File: config.mk
export PLATFORM = sky130hd
export DESIGN_NAME = encoder_turn_tracker_velocity
export DESIGN_NICKNAME = d
export VERILOG_FILES = /design/src/rtl/ettv_pkg.sv /design/src/rtl/encoder_turn_tracker_velocity.sv /design/src/rtl/ettv_div.sv /design/src/rtl/ettv_turn.sv
export SDC_FILE = /design/constraint.sdc
export NUM_CORES = 1
export LEC_CHECK = 0
export CORE_MARGIN = 2
export CORE_UTILIZATION = 60
export CTS_BUF_LIST = sky130_fd_sc_hd__clkbuf_8
export CTS_CLUSTER_SIZE = 8
export DETAILED_ROUTE_END_ITERATION = 12
export DONT_BUFFER_PORTS = 1
export PLACE_DENSITY = 0.79
export SETUP_SLACK_MARGIN = 0.05
export SYNTH_ARGS = -nofsm -noshare
export SYNTH_HDL_FRONTEND = slang
export SYNTH_SLANG_ARGS = --single-unit
File: constraint.sdc
create_clock -name aclk -period 9 [get_ports aclk]
set_clock_uncertainty 0.05 [all_clocks]
set_input_delay 0 -clock aclk [delete_from_list [all_inputs] [get_ports aclk]]
set_output_delay 0 -clock aclk [all_outputs]
set_load 0.01 [all_outputs]
File: src/rtl/ettv_pkg.sv
package ettv_pkg;

    // Field widths.
    localparam int ANGLE_BITS   = 12;
    localparam int ANGLE_COUNTS = 4096;
    localparam int STAMP_W      = 24;
    localparam int PERIOD_W     = 25;
    localparam int THR_W        = 12;
    localparam int POS_W        = 28;
    localparam int ROT_W        = POS_W - ANGLE_BITS;
    localparam int VEL_W        = 32;

    // Stream word layout.
    localparam int S_FIELDS_W   = ANGLE_BITS + STAMP_W;
    localparam int S_TDATA_W    = ((S_FIELDS_W + 7) / 8) * 8;
    localparam int M_FIELDS_W   = POS_W + ROT_W + VEL_W;
    localparam int M_TDATA_W    = ((M_FIELDS_W + 7) / 8) * 8;

    // Configuration port.
    localparam int CFG_IDX_W    = 1;
    localparam int CFG_DATA_W   = PERIOD_W;
    localparam logic [CFG_IDX_W-1:0] REG_COUNTER_PERIOD = 1'd0;
    localparam logic [CFG_IDX_W-1:0] REG_WRAP_THRESHOLD = 1'd1;

    localparam int RST_COUNTER_PERIOD = 480000;
    localparam int RST_WRAP_THRESHOLD = 3276;
    localparam int TICKS_DIV          = 1000;

    // Internal arithmetic widths.
    localparam int ELAPSED_W = PERIOD_W + 2;       // signed, holds period + stamp - last
    localparam int DTMS_W    = ELAPSED_W - 1;      // positive elapsed over at least one tick
    localparam int TPM_W     = 16;                 // floor((2^25 - 1) / 1000) fits
    localparam int DVMAG_W   = POS_W;              // |dv| of two 28-bit positions
    localparam int NUM_W     = DVMAG_W + 10;       // |dv| * 1000
    localparam int WIDE_W    = NUM_W + 4;          // |dv| * 10000

    localparam int RST_TPM = RST_COUNTER_PERIOD / TICKS_DIV;

    // Shared bit-serial divider.
    localparam int DIV_N  = NUM_W;
    localparam int DIV_D  = DTMS_W;
    localparam int DIV_SW = $clog2(DIV_N + 1);

    localparam int TURN_BITS_DEF = 16;

    typedef struct packed {
        logic               start;
        logic [DIV_N-1:0]   dividend;   // left aligned to the number of steps
        logic [DIV_D-1:0]   divisor;
        logic [DIV_SW-1:0]  steps;
    } div_req_t;

    typedef struct packed {
        logic               done;
        logic [DIV_N-1:0]   quotient;
    } div_rsp_t;

    typedef struct packed {
        logic [POS_W-1:0]   position;
        logic [ROT_W-1:0]   rotations;
        logic               dv_neg;
        logic [DVMAG_W-1:0] dv_mag;
    } turn_res_t;

endpackage

File: src/rtl/encoder_turn_tracker_velocity.sv
// Channel   Direction  Word (low bit first)                         Handshake
// s_        in         raw_angle[11:0], timestamp[23:0], pad to 40  s_tvalid/s_tready
// m_        out        position[27:0], rotations[15:0],             m_tvalid/m_tready
//                      velocity[31:0], pad to 80
// cfg_      in         cfg_index (0 counter_period, 1 wrap_threshold) cfg_valid/cfg_ready
//
// A word with a whole millisecond elapsed goes through two divisions before its result
// is loaded: a 26-bit quotient for the milliseconds and a 38-bit one for the velocity.
// Under one millisecond the velocity division is skipped; with no positive elapsed
// time both are skipped. The next word is taken once the result has been loaded.
// A counter_period write leads to a 25-bit division; words wait until it ends.
// Reset is synchronous, active low, and restores the register defaults. A stalled
// result sits in the output register while the next word is worked on.
module encoder_turn_tracker_velocity #(
    parameter int TURN_BITS = ettv_pkg::TURN_BITS_DEF
) (
    input  logic                               aclk,
    input  logic                               aresetn,
    // raw_angle[11:0], timestamp[35:12], zeros above
    input  logic                               s_tvalid,
    output logic                               s_tready,
    input  logic [ettv_pkg::S_TDATA_W-1:0]     s_tdata,
    // position[27:0], rotations[43:28], velocity[75:44], zeros above
    output logic                               m_tvalid,
    input  logic                               m_tready,
    output logic [ettv_pkg::M_TDATA_W-1:0]     m_tdata,
    input  logic                               cfg_valid,
    output logic                               cfg_ready,
    input  logic [ettv_pkg::CFG_IDX_W-1:0]     cfg_index,
    input  logic [ettv_pkg::CFG_DATA_W-1:0]    cfg_data
);

    localparam int AB  = ettv_pkg::ANGLE_BITS;
    localparam int SW  = ettv_pkg::STAMP_W;
    localparam int PW  = ettv_pkg::PERIOD_W;
    localparam int EW  = ettv_pkg::ELAPSED_W;
    localparam int DW  = ettv_pkg::DTMS_W;
    localparam int TW  = ettv_pkg::TPM_W;
    localparam int NW  = ettv_pkg::NUM_W;
    localparam int WW  = ettv_pkg::WIDE_W;
    localparam int VW  = ettv_pkg::VEL_W;
    localparam int N   = ettv_pkg::DIV_N;
    localparam int D   = ettv_pkg::DIV_D;
    localparam int STW = ettv_pkg::DIV_SW;

    localparam logic [WW-1:0] POS_LIMIT = WW'((64'd1 << (VW - 1)) - 64'd1);
    localparam logic [WW-1:0] NEG_LIMIT = WW'(64'd1 << (VW - 1));
    localparam logic [VW-1:0] VEL_MAX   = {1'b0, {(VW - 1){1'b1}}};
    localparam logic [VW-1:0] VEL_MIN   = {1'b1, {(VW - 1){1'b0}}};

    typedef enum logic [3:0] {
        S_IDLE,
        S_TPM,
        S_DT,
        S_DT_WAIT,
        S_MUL,
        S_VEL,
        S_VEL_WAIT,
        S_FIN,
        S_OUT
    } state_t;

    state_t                           state_reg;
    logic [PW-1:0]                    period_reg;
    logic [ettv_pkg::THR_W-1:0]       thr_reg;
    logic [TW-1:0]                    tpm_reg;
    logic                             tpm_stale_reg;
    logic [SW-1:0]                    last_stamp_reg;
    logic [EW-1:0]                    elapsed_reg;
    logic [DW-1:0]                    dtms_reg;
    logic [NW-1:0]                    num_reg;
    logic [VW-1:0]                    vel_reg;
    logic                             m_tvalid_reg;
    logic [ettv_pkg::M_TDATA_W-1:0]   m_tdata_reg;
    ettv_pkg::div_req_t               div_req_reg;

    ettv_pkg::div_rsp_t               div_rsp;
    ettv_pkg::turn_res_t              turn_res;

    logic                             accept;
    logic [AB-1:0]                    sample_angle;
    logic [SW-1:0]                    in_stamp;
    logic [EW-1:0]                    elapsed_next;
    logic                             elapsed_pos;
    logic [NW-1:0]                    num_next;
    logic [WW-1:0]                    wide_mag;
    logic [VW-1:0]                    vel_next;
    logic                             out_free;
    logic                             out_load;
    logic                             div_start;
    logic                             cfg_period_wr;

    assign sample_angle = s_tdata[AB-1:0];
    assign in_stamp     = s_tdata[AB+SW-1:AB];

    assign s_tready  = (state_reg == S_IDLE) && !tpm_stale_reg;
    assign accept    = s_tvalid && s_tready;
    assign cfg_ready = 1'b1;
    assign out_free  = !m_tvalid_reg || m_tready;
    assign out_load  = (state_reg == S_OUT) && out_free;

    assign cfg_period_wr = cfg_valid && cfg_ready
                           && (cfg_index == ettv_pkg::REG_COUNTER_PERIOD);

    // The divider is started for ticks per millisecond, for the elapsed time in
    // milliseconds when some time has passed, and for the velocity when at least
    // one whole millisecond has passed.
    assign div_start = ((state_reg == S_IDLE) && tpm_stale_reg)
                       || ((state_reg == S_DT) && elapsed_pos)
                       || ((state_reg == S_VEL) && (dtms_reg != '0));

    // Elapsed ticks. An equal or earlier stamp means the counter wrapped, so a
    // full period is added; a stale stamp beyond the period can make it negative.
    always_comb begin
        if (in_stamp > last_stamp_reg) begin
            elapsed_next = EW'(in_stamp) - EW'(last_stamp_reg);
        end else begin
            elapsed_next = EW'(period_reg) - EW'(last_stamp_reg) + EW'(in_stamp);
        end
    end

    assign elapsed_pos = !elapsed_reg[EW-1] && (elapsed_reg != '0);

    // |dv| * 1000 by shift and subtract: 1000 = 1024 - 16 - 8.
    assign num_next = {turn_res.dv_mag, 10'b0} - NW'({turn_res.dv_mag, 4'b0})
                      - NW'({turn_res.dv_mag, 3'b0});

    // dv * 10000 / (10 * dt_ms) truncates the same as dv * 1000 / dt_ms.
    // With no whole millisecond the divisor is a tenth of one, which is dv * 10000.
    always_comb begin
        if (dtms_reg == '0) begin
            wide_mag = WW'({num_reg, 3'b0}) + WW'({num_reg, 1'b0});
        end else begin
            wide_mag = WW'(div_rsp.quotient);
        end
        if (!turn_res.dv_neg) begin
            vel_next = (wide_mag > POS_LIMIT) ? VEL_MAX : wide_mag[VW-1:0];
        end else begin
            vel_next = (wide_mag > NEG_LIMIT) ? VEL_MIN : -wide_mag[VW-1:0];
        end
    end

    always_ff @(posedge aclk) begin
        if (!aresetn) begin
            state_reg         <= S_IDLE;
            period_reg        <= PW'(ettv_pkg::RST_COUNTER_PERIOD);
            thr_reg           <= ettv_pkg::THR_W'(ettv_pkg::RST_WRAP_THRESHOLD);
            tpm_reg           <= TW'(ettv_pkg::RST_TPM);
            tpm_stale_reg     <= 1'b0;
            last_stamp_reg    <= '0;
            m_tvalid_reg      <= 1'b0;
            div_req_reg.start <= 1'b0;
        end else begin
            div_req_reg.start <= div_start;
            m_tvalid_reg      <= out_load || (m_tvalid_reg && !m_tready);
            // A period written while the last one is being converted is
            // converted again once the block is back in idle.
            tpm_stale_reg     <= cfg_period_wr || (tpm_stale_reg && (state_reg != S_IDLE));

            if (cfg_valid && cfg_ready) begin
                unique case (cfg_index)
                    ettv_pkg::REG_COUNTER_PERIOD: begin
                        period_reg <= cfg_data;
                    end
                    ettv_pkg::REG_WRAP_THRESHOLD: begin
                        thr_reg <= cfg_data[ettv_pkg::THR_W-1:0];
                    end
                endcase
            end

            unique case (state_reg)
                S_IDLE: begin
                    if (tpm_stale_reg) begin
                        // Ticks per millisecond = period / 1000, recomputed once.
                        div_req_reg.dividend <= {period_reg, {(N - PW){1'b0}}};
                        div_req_reg.divisor  <= D'(ettv_pkg::TICKS_DIV);
                        div_req_reg.steps    <= STW'(PW);
                        state_reg            <= S_TPM;
                    end else if (accept) begin
                        elapsed_reg    <= elapsed_next;
                        last_stamp_reg <= in_stamp;
                        state_reg      <= S_DT;
                    end
                end
                S_TPM: begin
                    if (div_rsp.done) begin
                        // A period below 1000 ticks still counts one tick per ms.
                        if (div_rsp.quotient[TW-1:0] == '0) begin
                            tpm_reg <= TW'(1);
                        end else begin
                            tpm_reg <= div_rsp.quotient[TW-1:0];
                        end
                        state_reg <= S_IDLE;
                    end
                end
                S_DT: begin
                    if (elapsed_pos) begin
                        div_req_reg.dividend <= {elapsed_reg[DW-1:0], {(N - DW){1'b0}}};
                        div_req_reg.divisor  <= D'(tpm_reg);
                        div_req_reg.steps    <= STW'(DW);
                        state_reg            <= S_DT_WAIT;
                    end else begin
                        dtms_reg  <= '0;
                        state_reg <= S_MUL;
                    end
                end
                S_DT_WAIT: begin
                    if (div_rsp.done) begin
                        dtms_reg  <= div_rsp.quotient[DW-1:0];
                        state_reg <= S_MUL;
                    end
                end
                S_MUL: begin
                    num_reg   <= num_next;
                    state_reg <= S_VEL;
                end
                S_VEL: begin
                    if (dtms_reg != '0) begin
                        div_req_reg.dividend <= num_reg;
                        div_req_reg.divisor  <= dtms_reg;
                        div_req_reg.steps    <= STW'(NW);
                        state_reg            <= S_VEL_WAIT;
                    end else begin
                        state_reg <= S_FIN;
                    end
                end
                S_VEL_WAIT: begin
                    if (div_rsp.done) begin
                        state_reg <= S_FIN;
                    end
                end
                S_FIN: begin
                    vel_reg   <= vel_next;
                    state_reg <= S_OUT;
                end
                S_OUT: begin
                    if (out_free) begin
                        m_tdata_reg  <= {{(ettv_pkg::M_TDATA_W - ettv_pkg::M_FIELDS_W){1'b0}},
                                         vel_reg, turn_res.rotations, turn_res.position};
                        state_reg    <= S_IDLE;
                    end
                end
                default: begin
                    state_reg <= S_IDLE;
                end
            endcase
        end
    end

    assign m_tvalid = m_tvalid_reg;
    assign m_tdata  = m_tdata_reg;

    ettv_turn #(
        .TURN_BITS (TURN_BITS)
    ) u_turn (
        .aclk           (aclk),
        .aresetn        (aresetn),
        .step           (accept),
        .angle          (sample_angle),
        .wrap_threshold (thr_reg),
        .res            (turn_res)
    );

    ettv_div u_div (
        .aclk    (aclk),
        .aresetn (aresetn),
        .req     (div_req_reg),
        .rsp     (div_rsp)
    );

endmodule

File: src/rtl/ettv_div.sv
// Restoring divider, one quotient bit per cycle. The dividend is loaded
// left aligned so that a narrower dividend needs only as many steps as bits.
module ettv_div (
    input  logic                aclk,
    input  logic                aresetn,
    input  ettv_pkg::div_req_t  req,
    output ettv_pkg::div_rsp_t  rsp
);

    logic [ettv_pkg::DIV_D-1:0]  rem_reg;
    logic [ettv_pkg::DIV_N-1:0]  quo_reg;
    logic [ettv_pkg::DIV_D-1:0]  dsr_reg;
    logic [ettv_pkg::DIV_SW-1:0] cnt_reg;
    logic                        busy_reg;
    logic                        done_reg;

    logic [ettv_pkg::DIV_D:0]    rem_sh;
    logic [ettv_pkg::DIV_D:0]    diff;
    logic                        fits;
    logic                        last_step;

    assign rem_sh    = {rem_reg, quo_reg[ettv_pkg::DIV_N-1]};
    assign diff      = rem_sh - {1'b0, dsr_reg};
    assign fits      = ~diff[ettv_pkg::DIV_D];
    assign last_step = busy_reg && (cnt_reg == ettv_pkg::DIV_SW'(1)) && !req.start;

    always_ff @(posedge aclk) begin
        if (!aresetn) begin
            busy_reg <= 1'b0;
            done_reg <= 1'b0;
        end else begin
            done_reg <= last_step;
            if (req.start) begin
                busy_reg <= 1'b1;
            end else if (last_step) begin
                busy_reg <= 1'b0;
            end
        end
    end

    always_ff @(posedge aclk) begin
        if (req.start) begin
            rem_reg <= '0;
            quo_reg <= req.dividend;
            dsr_reg <= req.divisor;
            cnt_reg <= req.steps;
        end else if (busy_reg) begin
            rem_reg <= fits ? diff[ettv_pkg::DIV_D-1:0] : rem_sh[ettv_pkg::DIV_D-1:0];
            quo_reg <= {quo_reg[ettv_pkg::DIV_N-2:0], fits};
            cnt_reg <= cnt_reg - ettv_pkg::DIV_SW'(1);
        end
    end

    assign rsp.done     = done_reg;
    assign rsp.quotient = quo_reg;

endmodule

File: src/rtl/ettv_turn.sv
// Turn tracker: unwraps the angle into a turn count and forms the position
// and its change since the previous sample.
module ettv_turn #(
    parameter int TURN_BITS = ettv_pkg::TURN_BITS_DEF
) (
    input  logic                            aclk,
    input  logic                            aresetn,
    input  logic                            step,
    input  logic [ettv_pkg::ANGLE_BITS-1:0] angle,
    input  logic [ettv_pkg::THR_W-1:0]      wrap_threshold,
    output ettv_pkg::turn_res_t             res
);

    localparam int AB = ettv_pkg::ANGLE_BITS;
    localparam int PW = ettv_pkg::POS_W;
    localparam int RW = ettv_pkg::ROT_W;

    logic [AB-1:0]        prev_angle_reg;
    logic [TURN_BITS-1:0] turn_reg;
    logic [PW-1:0]        last_pos_reg;
    ettv_pkg::turn_res_t  res_reg;

    logic [AB:0]          delta;
    logic [AB:0]          delta_abs;
    logic                 crossing;
    logic [TURN_BITS-1:0] turn_next;
    logic [RW-1:0]        rot_out;
    logic [RW-1:0]        rot_pos;
    logic [PW-1:0]        pos_next;
    logic [PW:0]          dv;
    logic [PW:0]          dv_abs;

    // The angle field spans exactly one turn, so it needs no reduction.
    assign delta     = {1'b0, angle} - {1'b0, prev_angle_reg};
    assign delta_abs = delta[AB] ? -delta : delta;
    assign crossing  = delta_abs[AB-1:0] > wrap_threshold;

    always_comb begin
        turn_next = turn_reg;
        if (crossing) begin
            // A forward jump means the sensor crossed zero backwards.
            if (!delta[AB]) begin
                turn_next = turn_reg - TURN_BITS'(1);
            end else begin
                turn_next = turn_reg + TURN_BITS'(1);
            end
        end
    end

    generate
        if (TURN_BITS >= RW) begin : g_wide
            assign rot_out = turn_next[RW-1:0];
            assign rot_pos = turn_next[RW-1:0];
        end else begin : g_narrow
            assign rot_out = {{(RW - TURN_BITS){1'b0}}, turn_next};
            assign rot_pos = {{(RW - TURN_BITS){turn_next[TURN_BITS-1]}}, turn_next};
        end
    endgenerate

    assign pos_next = {rot_pos, angle};
    assign dv       = {pos_next[PW-1], pos_next} - {last_pos_reg[PW-1], last_pos_reg};
    assign dv_abs   = dv[PW] ? -dv : dv;

    always_ff @(posedge aclk) begin
        if (!aresetn) begin
            prev_angle_reg <= '0;
            turn_reg       <= '0;
            last_pos_reg   <= '0;
        end else if (step) begin
            prev_angle_reg <= angle;
            turn_reg       <= turn_next;
            last_pos_reg   <= pos_next;
        end
    end

    always_ff @(posedge aclk) begin
        if (step) begin
            res_reg.position  <= pos_next;
            res_reg.rotations <= rot_out;
            res_reg.dv_neg    <= dv[PW];
            res_reg.dv_mag    <= dv_abs[PW-1:0];
        end
    end

    assign res = res_reg;

endmodule
# ---- After elaboration in Yosys (flattened, before gate mapping)
# Index checks and enable logic that the tools add are counted.
dict set report totals {
  inputBits 71
  wordCells 145
  output_inout_bits 83
  reg_bits 580
}
dict set report op_classes {
  order_cmp 4
  eq_ne 18
  reduce_logical 43
  n_mux 33
  bitwise 3
  n_addsub 15
}
# cell count
set ops {}
lappend ops {{$mux 70} 3}
lappend ops {{$pmux 70 s3} 1}
lappend ops {{$mux 32} 3}
lappend ops {{$mux 26} 3}
lappend ops {{$mux 38} 2}
lappend ops {{$pmux 26 s2} 1}
lappend ops {{$mux 16} 3}
lappend ops {{$add 41x39->42} 1}
lappend ops {{$gt 42x31->1 const B} 1}
lappend ops {{$gt 42x32->1 const B} 1}
lappend ops {{$mux 42} 1}
lappend ops {{$sub 38x31->38} 1}
lappend ops {{$sub 38x32->38} 1}
lappend ops {{$pmux 4 s9} 1}
lappend ops {{$neg 32->32} 1}
lappend ops {{$sub 28x28->29} 1}
lappend ops {{$mux 28} 1}
lappend ops {{$neg 28->28} 1}
lappend ops {{$add 26x25->27} 1}
lappend ops {{$mux 27} 1}
lappend ops {{$reduce_bool 27->1} 1}
lappend ops {{$sub 27x26->27} 1}
lappend ops {{$logic_not 26->1} 1}
lappend ops {{$reduce_bool 26->1} 1}
lappend ops {{other kinds (35)} 83}

# ---- Depth between registers and ports, before layout
# Gate-level depths: netlist of the first run.
dict set report logic_depth {
  ltp_word 8
  ltp_mapped 36
}

# ---- Modules after synthesis
# A second synthesis of the first run with hierarchy kept.
dict set report unflattened {
  hier_cells 3523
  area_unflattened_um2 33888.8
}
# mod seq_area_each_um2 instances cells_each area_per_inst_um2
set by_module_without_submodules {}
lappend by_module_without_submodules {encoder_turn_tracker_velocity 9519.1 1 2319 21979.8}
lappend by_module_without_submodules {ettv_turn 2272.2 1 699 6413.7}
lappend by_module_without_submodules {ettv_div 2662.6 1 505 5495.3}

# ---- Worst setup path after synthesis of the first run
# Ideal clock, no wire load.
dict set report synth_path {
  path_kind {register to register}
  start {reg dtms_reg[5]}
  end {reg div_req_reg[0] in the netlist's numbering (enable)}
  t_arrival_ps 8464
  stages_incl_launch_ff 11
  n_path_buf 5
  synth_period_minus_slack_ps 9164
  path_slack_ps -164
  path_cell_list {edfxtp_1 nor4_1 nand3_1 or2_1 buf_2 buf_2 clkbuf_1 clkbuf_1 clkbuf_1 a31oi_1 nor4bb_1}
}
dict set report synth_between {
  elab_chain_len 3
}
# element line
set synth_lines {}
lappend synth_lines {{from (decl)} encoder_turn_tracker_velocity.sv:70} ;# logic [DW-1:0] dtms_reg;
lappend synth_lines {{from (signal assigned)} encoder_turn_tracker_velocity.sv:209} ;# dtms_reg <= div_rsp.quotient[DW-1:0];
lappend synth_lines {{$reduce_bool 26->1} encoder_turn_tracker_velocity.sv:218} ;# if (dtms_reg != '0) begin
lappend synth_lines {{$ne 2x1->1 (no source line)} --}
lappend synth_lines {{$reduce_and 5->1 (no source line)} --}
lappend synth_lines {{to (decl)} encoder_turn_tracker_velocity.sv:75} ;# ettv_pkg::div_req_t div_req_reg;
# Every way passes these cells.
# A chain may end at the register's enable or synchronous reset.

# ---- Worst setup path in the final report of the first run
dict set report layout_path {
  start {in s_tdata[0] in the netlist's numbering}
  end {reg u_turn.res_reg (netlist bit u_turn.res[27]), data pin}
}
dict set report layout_between {
  elab_chain_len 8
  elab_cells_between_ends 9
  cone_classes {4 x add/sub; 1 x order compare; 4 x mux}
}
# element line
set layout_lines {}
lappend layout_lines {{from (decl)} encoder_turn_tracker_velocity.sv:22} ;# input logic [ettv_pkg::S_TDATA_W-1:0] s_tdata,
lappend layout_lines {{$sub 12x12->13 *} ettv_turn.sv:34} ;# assign delta = {1'b0, angle} - {1'b0, prev_angle_reg};
lappend layout_lines {{$neg 12->12} ettv_turn.sv:35} ;# assign delta_abs = delta[AB] ? -delta : delta;
lappend layout_lines {{$mux 12} ettv_turn.sv:35}
lappend layout_lines {{$gt 12x12->1} ettv_turn.sv:36} ;# assign crossing = delta_abs[AB-1:0] > wrap_threshold;
lappend layout_lines {{$mux 16 *} ettv_turn.sv:40} ;# if (crossing) begin
lappend layout_lines {{net u_turn.rot_out[6]} ettv_turn.sv:27} ;# logic [RW-1:0] rot_out;
lappend layout_lines {{$sub 28x28->29 *} ettv_turn.sv:61} ;# assign dv = {pos_next[PW-1], pos_next} - {last_pos_reg[PW-1], last_pos_reg};
lappend layout_lines {{$neg 28->28} ettv_turn.sv:62} ;# assign dv_abs = dv[PW] ? -dv : dv;
lappend layout_lines {{$mux 28 *} ettv_turn.sv:62}
lappend layout_lines {{net u_turn.dv_abs[27]} ettv_turn.sv:31} ;# logic [PW:0] dv_abs;
lappend layout_lines {{to (decl)} ettv_turn.sv:21} ;# ettv_pkg::turn_res_t res_reg;
# Mark *: on every way through the listed nets, which the timed path passes. The rest lies on a longest branch.

==> flow_summary.json, run 1 <==
{
  "initial_core_util_pct": 60.82,
  "dieArea_um2": 56540,
  "post-route-period-util_pct": 94.86,
  "post-cts-setup-buffers": 0,
  "critPathRequiredTime_ps": 9400,
  "rr_startpoint": "u_turn.last_pos_reg[0]$_SDFFE_PN0P_",
  "grt_max_degree": 117,
  "multi_input_area_um2": 17460,
  "p_per_area_nw_per_um2": 452.8,
  "async_flop_share_pct": 0,
  "clk_latency_ps": 730,
  "worstPathArrival_ps": 8930,
  "p_leak_nw": 14.40,
  "drtPass1Iterations": 7,
  "ant_nets": 0,
  "drc": 0,
  "num_rows": 85,
  "fmax_mhz": 117.1,
  "period_needed_ps": 8537,
  "start_kind": "input pin",
  "worstHoldPathType": "input pin to register",
  "synth.area.top_cells": "edfxtp_1 (34%), ha_1 (8.8%), dfxtp_1 (8.5%)",
  "cts_buffer_depth": 3,
  "pin_count": 154,
  "outcome": "complete, no violations",
  "report.final.slew_viol_count": 0,
  "synthToLayoutAreaGrowth_pct": 11.11,
  "dp_hpwl_um": 60560,
  "nNetsFinal": 3867,
  "die_h_um": 237.8,
  "fin_hold_ws_ps": 34.04,
  "core-area_um2": 53920,
  "critPathMaxFanout": 28,
  "yosysTopAreaCellShare_pct": 34.06,
  "portBuffers": 0,
  "maxCapViolations": 0,
  "path_buf_inv": 4,
  "min_from": "s_tdata[15]",
  "crit_type": "input pin to register",
  "vdd_drop_max_uv": 485.7,
  "min_path_cells": 3,
  "ys_top_cells_by_count": "nand2_1 (438), edfxtp_1 (372), nor2_1 (234), ha_1 (231), a21oi_1 (220)",
  "antenna_found_initial": 5,
  "yosysMostFrequentCell": "nand2_1",
  "num_vias": 26840,
  "fill_cells": 3979,
  "reg2reg_slack_ps": 660,
  "finalWirelength_um": 87330,
  "yosys_register_bits": 512,
  "ys.flop_type": "edfxtp_1",
  "finalSetupTns_ps": 0,
  "gp_congestion": 0.9247,
  "setup_viol": 0,
  "hold_end": "last_stamp_reg[3]$_SDFFE_PN0P_",
  "slew_headroom_pct": 17.33,
  "wl_per_cell_um": 20.26,
  "gr-total-overflow": 0,
  "track_usage_pct": 30.66,
  "yosysSeqAreaShare_pct": 42.61,
  "cts_tree": "yes",
  "crit_slowest_cell": "dlygate4sd3_1",
  "via_per_inst": 6.227,
  "worstSetupEndpointType": "register",
  "synth_edf_count": 372,
  "cpPeakStageDelay_ps": 620,
  "grt_pass1_wl_um": 138000,
  "syn_area_per_cell_um2": 9.549,
  "drt_iter0_drc": 2547,
  "htreeDepth": 3,
  "regArea_um2": 13980,
  "rr_endpoint": "u_turn.res[27]$_DFFE_PP_",
  "largest_reg_flops": 66,
  "rr_worst_depth": 32,
  "clock-sinks": 512,
  "yosysTopAreaCell": "edfxtp_1",
  "tightest_slew_ps": 1238,
  "dieWidth_um": 237.8,
  "synth_area_um2": 32790,
  "cts_root_buf": "clkbuf_8",
  "crit_top_cell": "ha_1",
  "yosysWarnings": 0,
  "clk_pin_slew_ps": 70,
  "ys_types": 93,
  "grt_pass1_vias": 26100,
  "hold_viol": 0,
  "netlist_instances": 3434,
  "cts_made_buffers": 87,
  "drive_above_1_share_pct": 7.062,
  "rsz0062_at_grt": "false",
  "critPathTopFamily": "simple AND/OR/NAND/NOR gates"
}
[worst max-delay path by stage]
stage / from / endpoint / slack, ps / depth (start not counted)
after floorplan: u_turn.last_pos_reg[0]$_SDFFE_PN0P_ / u_turn.res[27]$_DFFE_PP_ / 1500 / 30
after global placement: u_turn.last_pos_reg[0]$_SDFFE_PN0P_ / u_turn.res[27]$_DFFE_PP_ / 1060 / 29
after detailed placement: u_turn.last_pos_reg[0]$_SDFFE_PN0P_ / u_turn.res[27]$_DFFE_PP_ / 780 / 30
after CTS: s_tdata[0] / u_turn.res[27]$_DFFE_PP_ / 530 / 33
after global routing: s_tdata[0] / u_turn.res[27]$_DFFE_PP_ / 50 / 35
final: s_tdata[0] / u_turn.res[27]$_DFFE_PP_ / 460 / 35
[cell families (layout without fill, tap and decap cells)]
group                      after synthesis  in the layout  synth area share (%)
muxes                                   74             74                 2.411
and+or+nand+nor                       1135           1135                 16.38
buffers and inverters                  361            535                 4.422
AOI/OAI and AO/OA                      891            891                 18.29
xor gates and xnor gates               200            200                 5.342
other                                    2              8               0.02290
DFF                                    512            512                 42.61
adders and majority gates              259            259                 10.52
[through the flow]
step	util [%]	cells	power [mW]	area, µm²	setup slack (ps)
finish	67.57	4310	16.50	36440	462.9
global route	67.57	4310	17.79	36440	51.90
CTS	67.54	4307	16.31	36420	526.2
detailed placement	61.72	4006	14.08	33280	784.6
global placement	61.72	4006	13.72	33280	1058
floorplan	-	3437	11.94	32810	1504
[where the power goes]
part / total [mW] / switching [mW] / internal (mW)
clock network: 2.11 / 1.00 / 1.11
logic: 10.1 / 5.99 / 4.14
registers: 4.26 / 0.502 / 3.76
total: 16.5 / 7.49 / 9.01
[per-layer routing]
metal / GRT usage (%) / wire length, µm / vias to the layer above
li1: - / - / 12660
met2: 51.88 / 41260 / 1168
met1: 38.64 / 35570 / 12720
met4: 14.39 / 4378 / 2
met3: 4.750 / 6112 / 283
met5: 0 / 13 / -
[cell type report]
class / count / share of cell area, %
timing repair buffer: 167 / 4.437
antenna: 3 / 0.02060
multi-input combinational: 2564 / 47.91
clock buffer: 100 / 3.777
clock inverter: 63 / 0.9890
sequential: 512 / 38.36
inverter: 205 / 2.119
tap: 696 / 2.390
[cell usage in the layout, fill, tap and decap left out, types with 28 or more instances in the layout]
cell,count
dfxtp_1,139
nand4_1,28
inv_1,240
a211oi_1,45
a21boi_0,92
edfxtp_1,372
and3_1,48
nand3_1,84
buf_4,29
and2_1,44
a21o_1,95
xor2_1,70
dlygate4sd3_1,137
fa_1,28
a22oi_1,39
mux2_2,40
clkbuf_8,100
nor2b_1,41
o21ai_0,132
mux2i_1,34
a21oi_1,220
nor3_1,66
nand2_1,437
nor2_1,233
o21a_1,36
a31oi_1,34
ha_1,231
xnor2_1,128
[worst register-to-register path: cells and delay by family (launching register included)]
family / cells / cell delay, ps
DFF: 1 / 320
xor gates and xnor gates: 4 / 680
AOI/OAI and AO/OA: 12 / 2640
and+or+nand+nor: 11 / 2700
buffers and inverters: 1 / 350
adders and majority gates: 4 / 1350
[what timing repair did]
| action | CTS | global route |
|---|---|---|
| hold buffers | 138 | 0 |
| endpoints found under the hold margin | 325 | 0 |
| setup endpoints to repair | 0 | 1 |
| resized for setup | 0 | 2 |
Note: power is estimated with default switching activity, not from simulation.
==> run 2, diff against run 1 <==
Settings changed: CORE_UTILIZATION 60 to 50, PLACE_DENSITY 0.79 to default.
Clock period 9 ns to 10.4 ns, I/O delays scaled along.
==> flow_summary.json, run 2 (synthesized netlist as in run 1, its figures left out) <==
{
  "drtPass1Iterations": 7,
  "period_needed_ps": 8638,
  "pin_count": 154,
  "dieWidth_um": 260.1,
  "htreeDepth": 3,
  "worstHoldPathType": "input pin to register",
  "core-area_um2": 64700,
  "dieArea_um2": 67650,
  "crit_type": "input pin to register",
  "antenna_found_initial": 2,
  "initial_core_util_pct": 50.69,
  "wl_per_cell_um": 19.63,
  "slew_headroom_pct": 17.30,
  "finalSetupTns_ps": 0,
  "portBuffers": 0,
  "report.final.slew_viol_count": 0,
  "critPathMaxFanout": 33,
  "drt_iter0_drc": 1682,
  "vdd_drop_max_uv": 336.2,
  "fmax_mhz": 115.8,
  "rsz0062_at_grt": "false",
  "cts_buffer_depth": 3,
  "drive_above_1_share_pct": 6.997,
  "cts_root_buf": "clkbuf_8",
  "synthToLayoutAreaGrowth_pct": 12.13,
  "clock-sinks": 512,
  "tightest_slew_ps": 1240,
  "maxCapViolations": 0,
  "post-route-period-util_pct": 83.06,
  "mostFrequentLayoutCells": "nand2_1 (437), edfxtp_1 (372), nor2_1 (233)",
  "grt_pass1_vias": 25170,
  "gp_congestion": 0.9093,
  "cpPeakStageDelay_ps": 620,
  "drc": 0,
  "grt_pass1_wl_um": 137600,
  "setup_viol": 0,
  "num_vias": 25800,
  "critPathRequiredTime_ps": 10780,
  "fin_hold_ws_ps": 62.41,
  "gr-total-overflow": 0,
  "mostFrequentLayoutCell": "nand2_1",
  "clk_latency_ps": 710,
  "finalWirelength_um": 87880,
  "die_h_um": 260.1,
  "track_usage_pct": 25.81,
  "dp_hpwl_um": 65180,
  "crit_slowest_cell": "dlygate4sd3_1",
  "cts_made_buffers": 91,
  "via_per_inst": 5.765,
  "worstPathArrival_ps": 9020,
  "ant_nets": 0,
  "worstSetupEndpointType": "register",
  "clk_pin_slew_ps": 60,
  "outcome": "complete, no violations",
  "num_rows": 93,
  "cts_tree": "yes",
  "nNetsFinal": 3869,
  "start_kind": "input pin",
  "cts_resized": 0,
  "grt_max_degree": 117,
  "largest_reg_flops": 66,
  "p_per_area_nw_per_um2": 391.0,
  "hold_viol": 0,
  "p_leak_nw": 14.36
}
-- run 2: worst paths after layout --
| kind | start | endpoint | slack [ps] | depth (start not counted) |
|---|---|---|---|---|
| worst max-delay path | s_tdata[0] | u_turn.res[27]$_DFFE_PP_ | 1760 | 29 |
| worst min-delay path | s_tdata[5] | u_turn.res[5]$_DFFE_PP_ | 60 | 3 |
| worst max register to register | u_turn.last_pos_reg[0]$_SDFFE_PN0P_ | u_turn.res[27]$_DFFE_PP_ | 1990 | 26 |
| worst min register to register | u_turn.res[43]$_DFFE_PP_ | m_tdata[42]$_DFFE_PP_ | 370 | 0 |
-- run 2: where the power goes --
group          total [mW]  internal [mW]  leakage, nW  switching (mW)
clock                1.93           1.05         1.05           0.881
combinational        8.78           3.58         8.75            5.19
sequential           3.67           3.25         4.56           0.422
-- run 2: per-layer routing --
metal | global-route usage, % | vias up | part of all wire [%]
met5 | 0 | - | 0.015
met4 | 11.76 | 2 | 4.5
met3 | 3.519 | 176 | 3.9
met2 | 43.41 | 614 | 47
met1 | 33.04 | 12350 | 44
li1 | - | 12660 | -
-- run 2: cell type report --
type	instances	area, µm²
clock buffer	97	1335
tap	855	1070
inverter	205	772.0
timing repair buffer	165	1604
fill	5737	27930
clock inverter	73	548.0
multi-input combinational	2564	17450
antenna	5	12.51
sequential	512	13980
-- run 2: metrics by stage --
step	total power [mW]	area (µm²)	worst slack, ps	std cells	util [%]
finish	14.38	36770	1762	4476	56.84
global route	15.63	36770	1059	4476	56.84
floorplan	10.34	32800	1236	3437	-
detailed placement	12.32	33470	2043	4162	51.73
CTS	14.39	36760	1884	4471	56.82
global placement	12.12	33470	2197	4162	51.73
-- run 2: worst max-delay path: cells and delay by family --
kind	cells	cell delay [ps]
xor+xnor	3	570
fa+ha+maj	4	1340
compound gates	5	1720
simple gates	13	3910
buf+inv	4	1470
-- run 2: what timing repair did --
item,in CTS,in global routing
hold endpoints to repair,321,0
endpoints found under the setup margin,0,0
hold buffers,139,0
buffers inserted,0,0
